<file path="src/rtl/core/lzk_pkg.sv">
// Package with shared constants and types for the phrase kernel text builder.
`timescale 1ns / 1ps
package lzk_pkg;

	localparam int LEN_BITS      = 32;
	localparam int POS_BITS      = 40;
	localparam int CTX_BITS      = 16;
	localparam int SEPN_BITS     = 6;
	localparam int CMP_W         = ((LEN_BITS > CTX_BITS + 2) ? LEN_BITS : CTX_BITS + 2) + 1;
	localparam int QDEPTH        = 4;
	localparam int QADDR_BITS    = 2;
	localparam int CFG_IDX_BITS  = 2;
	localparam int CFG_DATA_BITS = 16;

	localparam logic [CFG_IDX_BITS-1:0] REG_CONTEXT_LEN = 2'd0;
	localparam logic [CFG_IDX_BITS-1:0] REG_SEP_COUNT   = 2'd1;
	localparam logic [CFG_IDX_BITS-1:0] REG_SEP_BYTE    = 2'd2;

	localparam logic [7:0] SEP_BYTE_RESET = 8'd36;

	typedef struct packed {
		logic [7:0] data_byte;
		logic       emit_byte;
		logic       emit_seps;
		logic       limit;
	} lzk_entry_t;

endpackage

</file>
<file path="src/rtl/core/lzk_front.sv">
// Front end: tracks the phrase offset and classifies each accepted byte.
`timescale 1ns / 1ps
module lzk_front (
	input  logic                           clk,
	input  logic                           arst_n,
	input  logic                           in_valid,
	input  logic                           queue_full,
	input  logic [7:0]                     text_byte,
	input  logic                           phrase_first,
	input  logic [31:0]                    phrase_length,
	input  logic                           literal_phrase,
	input  logic                           final_phrase,
	input  logic [lzk_pkg::CTX_BITS-1:0]   context_length,
	output logic                           in_ready,
	output logic                           push,
	output lzk_pkg::lzk_entry_t            push_entry
);
	import lzk_pkg::*;

	logic [LEN_BITS-1:0] offset_q;
	logic [LEN_BITS-1:0] off;
	logic [LEN_BITS-1:0] len;
	logic [CMP_W-1:0]    off_x;
	logic [CMP_W-1:0]    len_x;
	logic [CMP_W-1:0]    ctx_x;
	logic [CMP_W-1:0]    short_lim;
	logic [CMP_W-1:0]    tail_start;
	logic                accept;
	logic                emit_byte;
	logic                emit_seps;

	assign in_ready = !queue_full;
	assign accept   = in_valid && in_ready;

	assign off        = phrase_first ? '0 : offset_q;
	assign len        = phrase_length[LEN_BITS-1:0];
	assign off_x      = CMP_W'(off);
	assign len_x      = CMP_W'(len);
	assign ctx_x      = CMP_W'(context_length);
	assign short_lim  = (ctx_x << 1) + CMP_W'(2);
	assign tail_start = len_x - ctx_x;

	always_comb begin
		emit_byte = 1'b0;
		emit_seps = 1'b0;
		if (off_x < len_x) begin
			if (!final_phrase) begin
				if (literal_phrase || len_x < short_lim) begin
					emit_byte = 1'b1;
				end else if (off_x < ctx_x || off_x >= tail_start) begin
					emit_byte = 1'b1;
				end else if (off_x == ctx_x) begin
					emit_seps = 1'b1;
				end
			end else begin
				if (literal_phrase || len_x <= ctx_x) begin
					emit_byte = 1'b1;
				end else if (off_x <= ctx_x) begin
					emit_byte = 1'b1;
					emit_seps = (off_x == ctx_x);
				end
			end
		end
	end

	// Dropped bytes still advance the offset but never enter the queue.
	assign push                 = accept && (emit_byte || emit_seps);
	assign push_entry.data_byte = text_byte;
	assign push_entry.emit_byte = emit_byte;
	assign push_entry.emit_seps = emit_seps;
	assign push_entry.limit     = (off == '0);

	always_ff @(posedge clk or negedge arst_n) begin
		if (!arst_n) begin
			offset_q <= '0;
		end else if (accept) begin
			offset_q <= off + LEN_BITS'(1);
		end
	end

endmodule

</file>
<file path="src/rtl/core/lzk_queue.sv">
// Short queue of classified words between the front and back ends.
`timescale 1ns / 1ps
module lzk_queue (
	input  logic                 clk,
	input  logic                 arst_n,
	input  logic                 push,
	input  lzk_pkg::lzk_entry_t  push_entry,
	input  logic                 pop,
	output logic                 full,
	output logic                 head_valid,
	output lzk_pkg::lzk_entry_t  head
);
	import lzk_pkg::*;

	lzk_entry_t            mem_q [QDEPTH];
	logic [QADDR_BITS-1:0] wr_ptr_q;
	logic [QADDR_BITS-1:0] rd_ptr_q;
	logic [QADDR_BITS:0]   count_q;
	logic                  do_push;
	logic                  do_pop;

	assign full       = (count_q == (QADDR_BITS+1)'(QDEPTH));
	assign head_valid = (count_q != '0);
	assign head       = mem_q[rd_ptr_q];
	assign do_push    = push && !full;
	assign do_pop     = pop && head_valid;

	always_ff @(posedge clk) begin
		if (do_push) begin
			mem_q[wr_ptr_q] <= push_entry;
		end
	end

	always_ff @(posedge clk or negedge arst_n) begin
		if (!arst_n) begin
			wr_ptr_q <= '0;
			rd_ptr_q <= '0;
			count_q  <= '0;
		end else begin
			if (do_push) begin
				wr_ptr_q <= wr_ptr_q + QADDR_BITS'(1);
			end
			if (do_pop) begin
				rd_ptr_q <= rd_ptr_q + QADDR_BITS'(1);
			end
			if (do_push && !do_pop) begin
				count_q <= count_q + (QADDR_BITS+1)'(1);
			end else if (do_pop && !do_push) begin
				count_q <= count_q - (QADDR_BITS+1)'(1);
			end
		end
	end

endmodule

</file>
<file path="src/rtl/core/lzk_back.sv">
// Back end: expands each queued word into result words and numbers them.
`timescale 1ns / 1ps
module lzk_back (
	input  logic                          clk,
	input  logic                          arst_n,
	input  logic                          head_valid,
	input  lzk_pkg::lzk_entry_t           head,
	input  logic [lzk_pkg::SEPN_BITS-1:0] sep_count_minus_one,
	input  logic [7:0]                    sep_byte,
	input  logic                          out_ready,
	output logic                          pop,
	output logic                          out_valid,
	output logic [7:0]                    out_byte,
	output logic                          is_separator,
	output logic [lzk_pkg::POS_BITS-1:0]  kernel_position,
	output logic                          phrase_limit,
	output logic                          last_of_run
);
	import lzk_pkg::*;

	logic                 out_valid_q;
	logic [7:0]           out_byte_q;
	logic                 is_sep_q;
	logic [POS_BITS-1:0]  pos_q;
	logic                 limit_q;
	logic                 last_q;
	logic [POS_BITS-1:0]  kcount_q;
	logic                 byte_done_q;
	logic [SEPN_BITS-1:0] sep_cnt_q;
	logic                 load;
	logic                 send_byte;
	logic                 last_sep;
	logic                 last_now;

	assign load      = head_valid && (!out_valid_q || out_ready);
	assign send_byte = head.emit_byte && !byte_done_q;
	assign last_sep  = (sep_cnt_q == sep_count_minus_one);
	assign last_now  = send_byte ? !head.emit_seps : last_sep;
	assign pop       = load && last_now;

	always_ff @(posedge clk) begin
		if (load) begin
			out_byte_q <= send_byte ? head.data_byte : sep_byte;
			is_sep_q   <= !send_byte;
			pos_q      <= kcount_q;
			// A separator carries the limit only if it opens the phrase.
			limit_q    <= send_byte ? head.limit
			                        : (head.limit && !head.emit_byte && sep_cnt_q == '0);
			last_q     <= last_now;
		end
	end

	always_ff @(posedge clk or negedge arst_n) begin
		if (!arst_n) begin
			out_valid_q <= 1'b0;
			kcount_q    <= '0;
			byte_done_q <= 1'b0;
			sep_cnt_q   <= '0;
		end else begin
			if (load) begin
				out_valid_q <= 1'b1;
				kcount_q    <= kcount_q + POS_BITS'(1);
				if (last_now) begin
					byte_done_q <= 1'b0;
					sep_cnt_q   <= '0;
				end else if (send_byte) begin
					byte_done_q <= 1'b1;
				end else begin
					sep_cnt_q <= sep_cnt_q + SEPN_BITS'(1);
				end
			end else if (out_ready) begin
				out_valid_q <= 1'b0;
			end
		end
	end

	assign out_valid       = out_valid_q;
	assign out_byte        = out_byte_q;
	assign is_separator    = is_sep_q;
	assign kernel_position = pos_q;
	assign phrase_limit    = limit_q;
	assign last_of_run     = last_q;

endmodule

</file>
<file path="src/rtl/core/lz_phrase_kernel_text_builder.sv">
// Top level of the phrase kernel text builder.
// Input channel (in_valid/in_ready) takes one text byte per word with its phrase tags;
// output channel (out_valid/out_ready) delivers kernel text words in order.
// Configuration is written through cfg_we/cfg_index/cfg_data while the block is idle:
// index 0 is the context length, 1 the separator count minus one, 2 the separator byte.
// Each accepted byte is classified in the cycle it is taken and, unless it is dropped,
// placed in a four-word queue; the back end turns each queued word into its results.
// An accepted byte is written into the queue and then registered in the back-end output register.
// Throughput is one result word per cycle while the receiver is ready and the queue holds
// words: a plain byte gives one word, and a separator burst gives K+1 words (K+2 with a
// final phrase's byte) while the front keeps filling the queue. Dropped bytes never reach the back end.
// When the receiver stalls, the output register holds its word, the queue fills
// and in_ready falls once it is full.
// Reset clears the offset and position counters, empties the queue and sets the
// registers to their defaults (separator byte 36).
`timescale 1ns / 1ps
module lz_phrase_kernel_text_builder (
	input  logic                               clk,
	input  logic                               arst_n,
	input  logic                               cfg_we,
	input  logic [lzk_pkg::CFG_IDX_BITS-1:0]   cfg_index,
	input  logic [lzk_pkg::CFG_DATA_BITS-1:0]  cfg_data,
	input  logic                               in_valid,
	output logic                               in_ready,
	input  logic [7:0]                         text_byte,
	input  logic                               phrase_first,
	input  logic [31:0]                        phrase_length,
	input  logic                               literal_phrase,
	input  logic                               final_phrase,
	output logic                               out_valid,
	input  logic                               out_ready,
	output logic [7:0]                         out_byte,
	output logic                               is_separator,
	output logic [lzk_pkg::POS_BITS-1:0]       kernel_position,
	output logic                               phrase_limit,
	output logic                               last_of_run
);
	import lzk_pkg::*;

	logic [CTX_BITS-1:0]  context_len_q;
	logic [SEPN_BITS-1:0] sep_count_q;
	logic [7:0]           sep_byte_q;
	logic                 queue_full;
	logic                 push;
	lzk_entry_t           push_entry;
	logic                 pop;
	logic                 head_valid;
	lzk_entry_t           head;

	always_ff @(posedge clk or negedge arst_n) begin
		if (!arst_n) begin
			context_len_q <= '0;
			sep_count_q   <= '0;
			sep_byte_q    <= SEP_BYTE_RESET;
		end else if (cfg_we) begin
			case (cfg_index)
				REG_CONTEXT_LEN: context_len_q <= cfg_data[CTX_BITS-1:0];
				REG_SEP_COUNT:   sep_count_q   <= cfg_data[SEPN_BITS-1:0];
				REG_SEP_BYTE:    sep_byte_q    <= cfg_data[7:0];
				default: begin
				end
			endcase
		end
	end

	lzk_front u_front (
		.clk            (clk),
		.arst_n         (arst_n),
		.in_valid       (in_valid),
		.queue_full     (queue_full),
		.text_byte      (text_byte),
		.phrase_first   (phrase_first),
		.phrase_length  (phrase_length),
		.literal_phrase (literal_phrase),
		.final_phrase   (final_phrase),
		.context_length (context_len_q),
		.in_ready       (in_ready),
		.push           (push),
		.push_entry     (push_entry)
	);

	lzk_queue u_queue (
		.clk        (clk),
		.arst_n     (arst_n),
		.push       (push),
		.push_entry (push_entry),
		.pop        (pop),
		.full       (queue_full),
		.head_valid (head_valid),
		.head       (head)
	);

	lzk_back u_back (
		.clk                 (clk),
		.arst_n              (arst_n),
		.head_valid          (head_valid),
		.head                (head),
		.sep_count_minus_one (sep_count_q),
		.sep_byte            (sep_byte_q),
		.out_ready           (out_ready),
		.pop                 (pop),
		.out_valid           (out_valid),
		.out_byte            (out_byte),
		.is_separator        (is_separator),
		.kernel_position     (kernel_position),
		.phrase_limit        (phrase_limit),
		.last_of_run         (last_of_run)
	);

	// A separator word always carries the configured separator value.
	a_sep_value: assert property (@(posedge clk) disable iff (!arst_n)
		out_valid && is_separator |-> out_byte == sep_byte_q)
		else $error("separator word carries a wrong byte");

	// A run that is not finished continues in the very next cycle.
	a_run_continues: assert property (@(posedge clk) disable iff (!arst_n)
		out_valid && out_ready && !last_of_run |=> out_valid)
		else $error("result run broken off");

	// Successive result words take successive kernel positions.
	a_pos_step: assert property (@(posedge clk) disable iff (!arst_n)
		out_valid && out_ready && !last_of_run
		|=> kernel_position == $past(kernel_position) + POS_BITS'(1))
		else $error("kernel position did not advance by one");

	// The queue is never popped while empty.
	a_pop_nonempty: assert property (@(posedge clk) disable iff (!arst_n)
		pop |-> head_valid)
		else $error("pop from an empty queue");

endmodule

</file>
<file path="config.mk">
export PLATFORM = sky130hd
export DESIGN_NAME = lz_phrase_kernel_text_builder
export DESIGN_NICKNAME = d
export VERILOG_FILES = /design/src/rtl/core/lzk_pkg.sv /design/src/rtl/core/lzk_front.sv /design/src/rtl/core/lzk_queue.sv /design/src/rtl/core/lzk_back.sv /design/src/rtl/core/lz_phrase_kernel_text_builder.sv
export SDC_FILE = /design/constraint.sdc
export NUM_CORES = 1
export LEC_CHECK = 0
export ABC_AREA = 0
export BUFFER_PORTS_ARGS = -buffer_cell sky130_fd_sc_hd__buf_2
export CAP_MARGIN = 20
export CORE_AREA = 2 2 156 158
export CTS_CLUSTER_SIZE = 25
export DETAILED_ROUTE_END_ITERATION = 16
export DIE_AREA = 0 0 158 160
export GPL_ROUTABILITY_DRIVEN = 0
export PLACE_DENSITY = 0.73
export SLEW_MARGIN = 15
export SYNTH_ARGS = -nofsm -noshare
export SYNTH_HDL_FRONTEND = slang
export SYNTH_HIERARCHICAL = 1
export SYNTH_SLANG_ARGS = --single-unit
</file>
<file path="constraint.sdc">
create_clock -name clk -period 11.3 [get_ports clk]
set_clock_uncertainty 0.1 [all_clocks]
set_input_delay 2.825 -clock clk [delete_from_list [all_inputs] [get_ports clk]]
set_output_delay 2.825 -clock clk [all_outputs]
set_load 0.03 [all_outputs]
</file>
==> results of run 1 <==
## worst paths after layout
| kind | startpoint | end | slack, ps | cells after the start |
|---|---|---|---|---|
| setup / recovery | phrase_length[0] | u_queue/count_q[2] | 2970 | 29 |
| hold / removal | u_back/kcount_q[31] | u_back/kernel_position[31] | 350 | 0 |
| setup reg to reg | context_len_q[0] | u_queue/count_q[2] | 4830 | 27 |
| hold reg to reg | u_back/kcount_q[31] | u_back/kernel_position[31] | 350 | 0 |
| max in group asynchronous | arst_n | sep_byte_q[2] | 7760 | 3 |
| min in group asynchronous | arst_n | u_back/kcount_q[35] | 2190 | 1 |
## per-stage QoR
stage,hold slack (ps),util
global route,357,0.607
finish,348,0.607
CTS,351,0.606
global placement,334,0.572
floorplan,325,-
detailed placement,336,0.572
## worst max-delay path, delay by kind of cell
family / cells / cell delay, ps
xor+xnor: 3 / 470
simple gates: 9 / 1660
buf+inv: 4 / 270
compound gates: 8 / 1910
fa+ha+maj: 5 / 1500
## cell type report
| type | instances | share of cell area |
|---|---|---|
| diodes | 1 | 0.000173 |
| multi-input cells | 831 | 0.452 |
| flip-flops and latches | 212 | 0.400 |
| clock buffers | 23 | 0.0383 |
| repair buffers | 123 | 0.0450 |
| clock inverters | 17 | 0.0163 |
| inverters | 77 | 0.0201 |
| well taps | 324 | 0.0280 |
## registers in the layout (all words and copies together) (netlist names), 3 cells and up
register,count
u_back/out_byte,8
u_front/offset_q,32
u_queue/count_q,3
u_back/sep_cnt_q,6
sep_byte_q,8
sep_count_q,6
context_len_q,16
u_back/kcount_q,40
u_queue/mem_q,44
u_back/kernel_position,40
## synthesized netlist by cell type, types with 4 or more instances
cell type and number:
xnor2_1 72, a21boi_0 4, buf_4 10, and2_2 4
a31oi_1 6, nand4_1 33, xor2_1 49, a211oi_1 10
nand3b_1 5, o21a_1 8, nand2b_1 14, nor2b_1 37
nor2_1 41, edfxtp_1 95, dfrtp_1 115, inv_1 77
nor3_2 7, a21oi_1 42, nor4_1 16, ha_1 122
o211ai_1 6, nand3_1 51, o21ai_0 24, nor3_1 27
and2_1 6, mux4_1 8, mux2_2 39, and3_1 17
nand2_1 96, clkbuf_1 11, a21o_1 16, or3_1 5
## kinds of logic after synthesis
| logic type | count (synthesis) |
|---|---|
| xor gates and xnor gates | 121 |
| and+or+nand+nor | 388 |
| buffers and inverters | 105 |
| muxes | 52 |
| AOI/OAI and AO/OA | 146 |
| DFF | 212 |
| adders and majority gates | 124 |
## power by group through the flow
| stage | Clock [W] | Sequential, W | Combinational, W |
|---|---|---|---|
| floorplan | 0 | 0.00116 | 0.000494 |
| global placement | 0 | 0.00109 | 0.000744 |
| detailed placement | 0 | 0.00110 | 0.000765 |
| CTS | 0.000788 | 0.00108 | 0.000770 |
| global route | 0.000822 | 0.00110 | 0.000849 |
| finish | 0.000774 | 0.00108 | 0.000770 |
## placed cells by master (no fill, tap or decap), types with 5 or more instances in the layout
| master | instances |
|---|---|
| ha_1 | 122 |
| buf_2 | 117 |
| dfrtp_1 | 115 |
| nand2_1 | 96 |
| edfxtp_1 | 95 |
| inv_1 | 76 |
| xnor2_1 | 72 |
| nand3_1 | 51 |
| xor2_1 | 49 |
| a21oi_1 | 42 |
| nor2_1 | 41 |
| mux2_2 | 39 |
| nor2b_1 | 37 |
| nand4_1 | 33 |
| nor3_1 | 27 |
| o21ai_0 | 24 |
| clkbuf_16 | 22 |
| and3_1 | 17 |
| nor4_1 | 16 |
| a21o_1 | 16 |
| nand2b_1 | 14 |
| a211oi_1 | 10 |
| o21a_1 | 8 |
| mux4_1 | 8 |
| nor3_2 | 7 |
| and2_1 | 6 |
| a31oi_1 | 6 |
| o211ai_1 | 6 |
| nand3b_1 | 5 |
| buf_4 | 5 |
| or3_1 | 5 |
## per-layer routing
| layer | track usage | wire length (microns) |
|---|---|---|
| met4 | 0.0491 | 560 |
| met1 | 0.315 | 12700 |
| met3 | 0.0315 | 1480 |
| met5 | 0 | 13 |
| met2 | 0.362 | 13100 |
==> results.md, run 1 <==
- RSZ-0062 raised after global routing: no
- GRT Total Usage: 0.221
- Sequential power share: 0.412
- Clk buf depth: 3
- # clock sinks: roughly 210
- Clock latency at the later pin of the worst-skew pair: about 520 ps
- Crit end category: register
- Hold buffers post-CTS: 0
- Root Buffer: clkbuf_16
- Dpl ws: 2540 ps
- EDFF count, synth: 95
- Compound-gate portion of the synthesized area: 0.0748
- Number of synthesis warnings: 6
- First-pass GRT wire length: between 40000 and 50000 microns
- Fillers: about 2000
- Status: complete, no violations
- Slew HR: 0.401
- Simple-gate area share of the yosys netlist: 0.173
- Top-area cell type share of the netlist area: 0.225
- H-tree depth: 1
- Synth top area cells: dfrtp_1 23%, edfxtp_1 22%, ha_1 12%
- DRC: 0
- Placement Cell Area: 13600 sq um
- DRT antenna net count: 0
- Startpoint types: primary input
- Minimum clock period: 8330 ps
- Global route total overflow: 0
- DR vias: roughly 9000
- Register area: ~5800 sq um
- Max IR drop VDD: between 100 and 150 uV
- Num rows: 57
- #FFs+latches synth: between 200 and 250
- Combinational power share: 0.293
- Syn_nets: roughly 1300
- Sw Pwr: between 0.0008 and 0.0009 W
- Die area: 25300 sq um
- Register area share after synthesis: 0.453
- Per-cell routed wire length: 17.3 microns
- Starting Density: 0.536
- Clk slew on worst S/H paths: 60 ps
- Multi-input gate area: about 6500 sq um
- TritonRoute pass-1 iters: 5
- Port Buf Inserts: ~120
- Async set or reset register ratio after synthesis: 0.552
- Share of layout cells above drive strength 1: 0.190
- Post-Syn Instances: between 1000 and 1500
- Max Freq: around 120 MHz
- Adder-Cell Fraction of Synth Area: 0.123
- Crit-path max FO: 7
- Worst EP arrival: a little under 9000 ps
- Synthesis-to-layout area growth: 13.2%
- Yosys cell types: slightly below 80
- Final Hold Vio Count: 0
- Setup TNS: 0 ps
- Post-synthesis mux area share: 0.0581
- Xor and xnor fraction of the mapped netlist area: 0.0830
- Number of max-cap violations: 0
- # setup viols final: 0
- Initial DRC Count: 505
- PD cells: about 180 nW/um^2
- Clock share of power: 0.295
- Synth area leader: dfrtp_1
- DIE WIDTH: 158 microns
- Syn_area_per_cell: about 11 sq um
- Max Slew Vio Count: 0
- Main synth FF type: dfrtp_1
- Cts repair resizes: 0
- Critical path's slowest cell: fa_1
- Period utilization: 0.737
- Dpl hpwl: 21200 microns
- Worst path required time: about 12000 ps
- Largest family of logic cells by synthesized area: simple AND/OR/NAND/NOR gates
- Setup ws final: a little under 3000 ps
- Vias in the first global route: between 8000 and 9000
- Tot Pwr: 0.00263 W
- Max stage delay on crit path: between 400 and 500 ps
- Postcts setup bufs: 0
- Crit Path Class: in2reg
- CTS tree: done
- Worst Max-Slew Pin Slew: ~900 ps
- Fin area: around 14000 sq um
- Switching Share: 0.337
- Largest net degree at the start of global routing: 80
- TritonCTS buffer count: 22
- CORE AREA: 23800 sq um
- Io pins: ~120
- Cell area after synthesis: approximately 13000 sq um
- Power Internal: around 0.0017 W
- Static leakage: between 6 and 7 nW
- Nets: about 1500
- Post-Route WL: roughly 28000 microns
- Initial antenna violation count: 1
- Hold crit path type: reg2reg
- Die Ht: approximately 160 microns
- Vias/cell: 5.65
- Inst Count DP: 1566
- Layout Cells excl Fill: 1608
(Power assumes the default switching activity.)
==> run 2: changes to the inputs <==
- clock period: 11.3 -> 7.88 ns (I/O delays scaled with it)
==> results.md, run 2 (synthesis results as in run 1) <==
- Status: complete, no violations
- Worst path required time: ~8200 ps
- Worst hold-check slack: roughly 360 ps
- Worst reg2reg path depth: 27
- Most common cell type on the critical path: ha_1
- DR vias: 9072
- Dpl hpwl: 21200 microns
- Initial DRC Count: 512
- Fillers: 1947
- Starting Density: 0.536
- Period utilization: 0.903
- Initial antenna violation count: 2
- Commonest non-fill, non-tap cell in the layout: ha_1
- Nets: around 1500
- H-tree depth: 1
- CP top delay family: compound AO/OA/AOI/OAI gates
- Io pins: about 120
- DIE WIDTH: roughly 160 microns
- Crit end category: register
- Max Slew Vio Count: 0
- Worst EP arrival: between 7000 and 8000 ps
- Vias in the first global route: between 9000 and 10000
- Min-Delay Path Depth: 0
- Max Freq: 141 MHz
- # setup viols final: 0
- Postcts setup bufs: 0
- TritonCTS buffer count: 23
- Largest net degree at the start of global routing: 77
- Crit Path Class: in2reg
- Max IR drop VDD: about 180 uV
- Clock latency at the later pin of the worst-skew pair: ~520 ps
- Post-Route WL: 27900 microns
- Hold Crit Start: u_back/kcount_q[31]
- Clk slew on worst S/H paths: roughly 60 ps
- Share of layout cells above drive strength 1: 0.189
- Die Ht: approximately 160 microns
- CTS tree: done
- Max reg flops: 44
- Max stage delay on crit path: about 520 ps
- Most frequent cells in the layout: 122 x ha_1, 117 x buf_2, 115 x dfrtp_1
- # clock sinks: approximately 210
- Root Buffer: clkbuf_16
- R2r endpoint: u_queue/count_q[2]
- TritonRoute pass-1 iters: 5
- Multi-input gate area: 6530 sq um
- Slew HR: 0.363
- Static leakage: between 6 and 7 nW
- Clk buf depth: 3
- Port Buf Inserts: 118
- Placement Cell Area: approximately 14000 sq um
- DRC: 0
- First-pass GRT wire length: between 40000 and 50000 microns
- Reg with most FFs: u_queue/mem_q
- Crit-path max FO: 7
- Num rows: 57
- Hold crit path type: reg2reg
- PD cells: approximately 260 nW/um^2
- Startpoint types: primary input
- Vias/cell: 5.63
- Reg-to-Reg Start: context_len_q[0]
- Minimum clock period: approximately 7100 ps
- Global route total overflow: 0
- Setup TNS: 0 ps
- Cts repair resizes: 0
- Die area: 25300 sq um
- RSZ-0062 raised after global routing: no
- CORE AREA: about 24000 sq um
- Worst Path Buf+Inv: 2
- Fin area: approximately 14000 sq um
- Hold EP: u_back/kernel_position[31]
- Final Hold Vio Count: 0
- GRT Total Usage: 0.225
- Critical path's slowest cell: a2111o_1
- Hold buffers post-CTS: 0
- Per-cell routed wire length: 17.3 microns
- Number of max-cap violations: 0
- Worst Max-Slew Pin Slew: 956 ps
- Reg-to-reg setup timing slack: 1780 ps
- Synthesis-to-layout area growth: 13.2%
- Register area: slightly below 6000 sq um
- DRT antenna net count: 0
run 2: cell types whose count changed in the layout (fill, tap and decap cells not counted), sizes merged:
cell / previous run / this run
clkbuf: 23 / 26
diode: 1 / 2
clkinvlp: 4 / 1
buf: 123 / 124
clkinv: 7 / 9
run 2: area by class of cell:
class                   instances  share of cell area
diodes                          2            0.000346
inverters                      77              0.0200
clock buffers                  26              0.0406
multi-input cells             831               0.452
clock inverters                16              0.0140
flip-flops and latches        212               0.400
well taps                     324              0.0280
repair buffers                124              0.0450
run 2: worst max-delay path by stage:
stage / to / start / cells past startpoint
2_1_floorplan: u_queue/count_q[2] / phrase_length[0] / 29
3_3_place_gp: u_queue/count_q[2] / phrase_length[2] / 25
3_5_place_dp: u_queue/count_q[2] / phrase_length[2] / 25
4_1_cts: u_queue/count_q[2] / phrase_length[2] / 25
5_1_grt: u_queue/count_q[2] / phrase_length[0] / 29
6_report: u_queue/count_q[2] / phrase_length[2] / 25
run 2: through the flow:
stage               instances  power (W)  worst slack [ps]  utilization
detailed placement       1567    0.00267               341        0.573
finish                   1612    0.00377               766        0.607
CTS                      1609    0.00379               850        0.606
floorplan                1148    0.00238               947            -
global route             1610    0.00399               469        0.607
global placement         1567    0.00264               524        0.573
run 2: metal layers:
layer,global-route usage,vias up,share of wire
met4,0.0549,2,0.021
li1,-,4410,-
met3,0.0326,48,0.058
met2,0.373,253,0.47
met1,0.312,4359,0.45
met5,0,-,0.00047
run 2: power breakdown:
part	switching (W)	internal [W]	total, W
combinational	0.000668	0.000443	0.00111
clock	0.000435	0.000673	0.00111
sequential	0.000148	0.00140	0.00155
total	0.00125	0.00252	0.00377
==> run 3: changes to the inputs <==
- CORE_AREA: 2 2 156 158 -> 2 2 172 174
- DIE_AREA: 0 0 158 160 -> 0 0 174 176
- PLACE_DENSITY: 0.73 -> 0.62
==> results.md, run 3 (synthesis results as in run 1) <==
- Postcts setup bufs: 0
- Register area: between 5000 and 6000 sq um
- Worst Max-Slew Pin Slew: a little under 900 ps
- Clock latency at the later pin of the worst-skew pair: between 500 and 600 ps
- Starting Density: 0.447
- Period utilization: 0.893
- Clk buf depth: 3
- Max reg flops: 44
- Core Util, Final: 0.510
- Initial antenna violation count: 2
- Worst reg2reg path depth: 27
- Minimum clock period: ~7000 ps
- Min-Delay Path Depth: 0
- Hold buffers post-CTS: 0
- Dpl hpwl: between 20000 and 25000 microns
- Setup ws final: roughly 840 ps
- Final Hold Vio Count: 0
- Crit-path max FO: 5
- Post-Route WL: around 28000 microns
- Max Slew Vio Count: 0
- Vias/cell: 5.31
- Multi-input gate area: roughly 6500 sq um
- WP depth: 29
- TritonRoute pass-1 iters: 5
- Clk slew on worst S/H paths: around 60 ps
- First-pass GRT wire length: 46700 microns
- Status: complete, no violations
- Ant. Diodes: 0
- Commonest non-fill, non-tap cell in the layout: ha_1
- Launch point of the worst path: phrase_length[0]
- Die Ht: 176 microns
- GRT Total Usage: 0.189
- Io pins: around 120
- Setup TNS: 0 ps
- Most frequent cells in the layout: 122 x ha_1, 117 x buf_2, 115 x dfrtp_1
- Max IR drop VDD: around 150 uV
- Worst path required time: ~8200 ps
- # setup viols final: 0
- DRT antenna net count: 0
- DR vias: 8897
- Static leakage: between 6 and 7 nW
- Worst Path Buf+Inv: 4
- Crit Path Class: in2reg
- CP top delay family: compound AO/OA/AOI/OAI gates
- Cts repair resizes: 0
- H-tree depth: 1
- Number of max-cap violations: 0
- Critical path's slowest cell: fa_1
- DIE WIDTH: 174 microns
- Slew HR: 0.406
- Worst EP arrival: between 7000 and 8000 ps
- Num rows: 62
- Reg-to-Reg Start: context_len_q[0]
- Fin area: 14600 sq um
- Share of layout cells above drive strength 1: 0.188
- Largest net degree at the start of global routing: 67
- Die area: 30600 sq um
- Hold crit path type: reg2reg
- Max Freq: approximately 140 MHz
- Synthesis-to-layout area growth: 14.0%
- Fillers: between 2000 and 3000
- Dpl ws: about 320 ps
- CORE AREA: approximately 29000 sq um
- Nets: approximately 1500
- Port Buf Inserts: roughly 120
- Hold Crit Start: u_back/kcount_q[38]
- Global route total overflow: 0
- Startpoint types: primary input
- DRC: 0
- TritonCTS buffer count: 24
- CTS tree: done
- Max stage delay on crit path: around 400 ps
- Root Buffer: clkbuf_16
- # clock sinks: approximately 210
- Reg with most FFs: u_queue/mem_q
- RSZ-0062 raised after global routing: no
- Vias in the first global route: slightly below 9000
- Placement Cell Area: 13700 sq um
- PD cells: about 260 nW/um^2
- Per-cell routed wire length: ~17 microns
- Worst hold-check slack: 361 ps
- Crit end category: register
- Initial DRC Count: about 630
-- run 3: cell count changes in the layout (fill, tap and decap cells not counted), moves of 2 or more --
cell      delta
clkbuf_1     +4
buf_4        +4
clkbuf_8     +3
clkinv_2     -6
diode_2      -2
-- run 3: path summary, 6_finish.rpt --
kind / end / slack [ps]
setup / recovery: u_queue/count_q[2] / 840
min in group asynchronous: u_front/offset_q[21] / 1370
max in group asynchronous: u_back/kcount_q[0] / 4960
hold reg to reg: u_back/kernel_position[38] / 360
hold / removal: u_back/kernel_position[38] / 360
setup reg to reg: u_queue/count_q[2] / 1860
-- run 3: worst register-to-register path, stage by stage (launching register included) --
cell	delay, ps
dfrtp_1	520
ha_1	230
inv_1	50
fa_1	400
a21o_1	180
a21oi_1	270
o21ai_0	190
a31o_2	300
nor2b_1	300
nor2b_1	270
nand2b_1	100
xnor2_1	130
ha_1	310
nand4_1	100
a311oi_1	270
o311ai_0	170
nand3_1	100
o22ai_1	60
o211ai_1	280
nor2b_1	100
nor4_2	250
nor2b_2	210
ha_1	200
inv_1	60
fa_1	370
xor2_1	150
nor2_1	110
xor2_1	150
-- run 3: cell type report --
type                       count  area share
inverter                      77      0.0198
clock buffer                  34      0.0459
multi-input combinational    831       0.449
tap                          384      0.0330
clock inverter                 9      0.0101
sequential                   212       0.397
timing repair buffer         127      0.0454
-- run 3: metrics by stage --
stage	total power, W	std cells
floorplan	0.00238	1148
global placement	0.00265	1631
detailed placement	0.00267	1631
CTS	0.00382	1674
global route	0.00401	1674
finish	0.00378	1674
-- run 3: layer usage --
layer | global-route usage | part of all wire | routed length (microns) | up-vias
met5 | 0 | 0.00074 | 21 | -
met4 | 0.0396 | 0.014 | 404 | 4
met3 | 0.0256 | 0.042 | 1180 | 35
met2 | 0.307 | 0.46 | 13000 | 156
met1 | 0.272 | 0.49 | 13800 | 4285
li1 | - | - | - | 4417
-- run 3: power breakdown --
| part | total [W] | internal (W) | leakage [nW] | switching [W] |
|---|---|---|---|---|
| sequential | 0.00155 | 0.00140 | 2.37 | 0.000145 |
| clock | 0.00113 | 0.000690 | 0.384 | 0.000439 |
| combinational | 0.00110 | 0.000438 | 3.64 | 0.000666 |
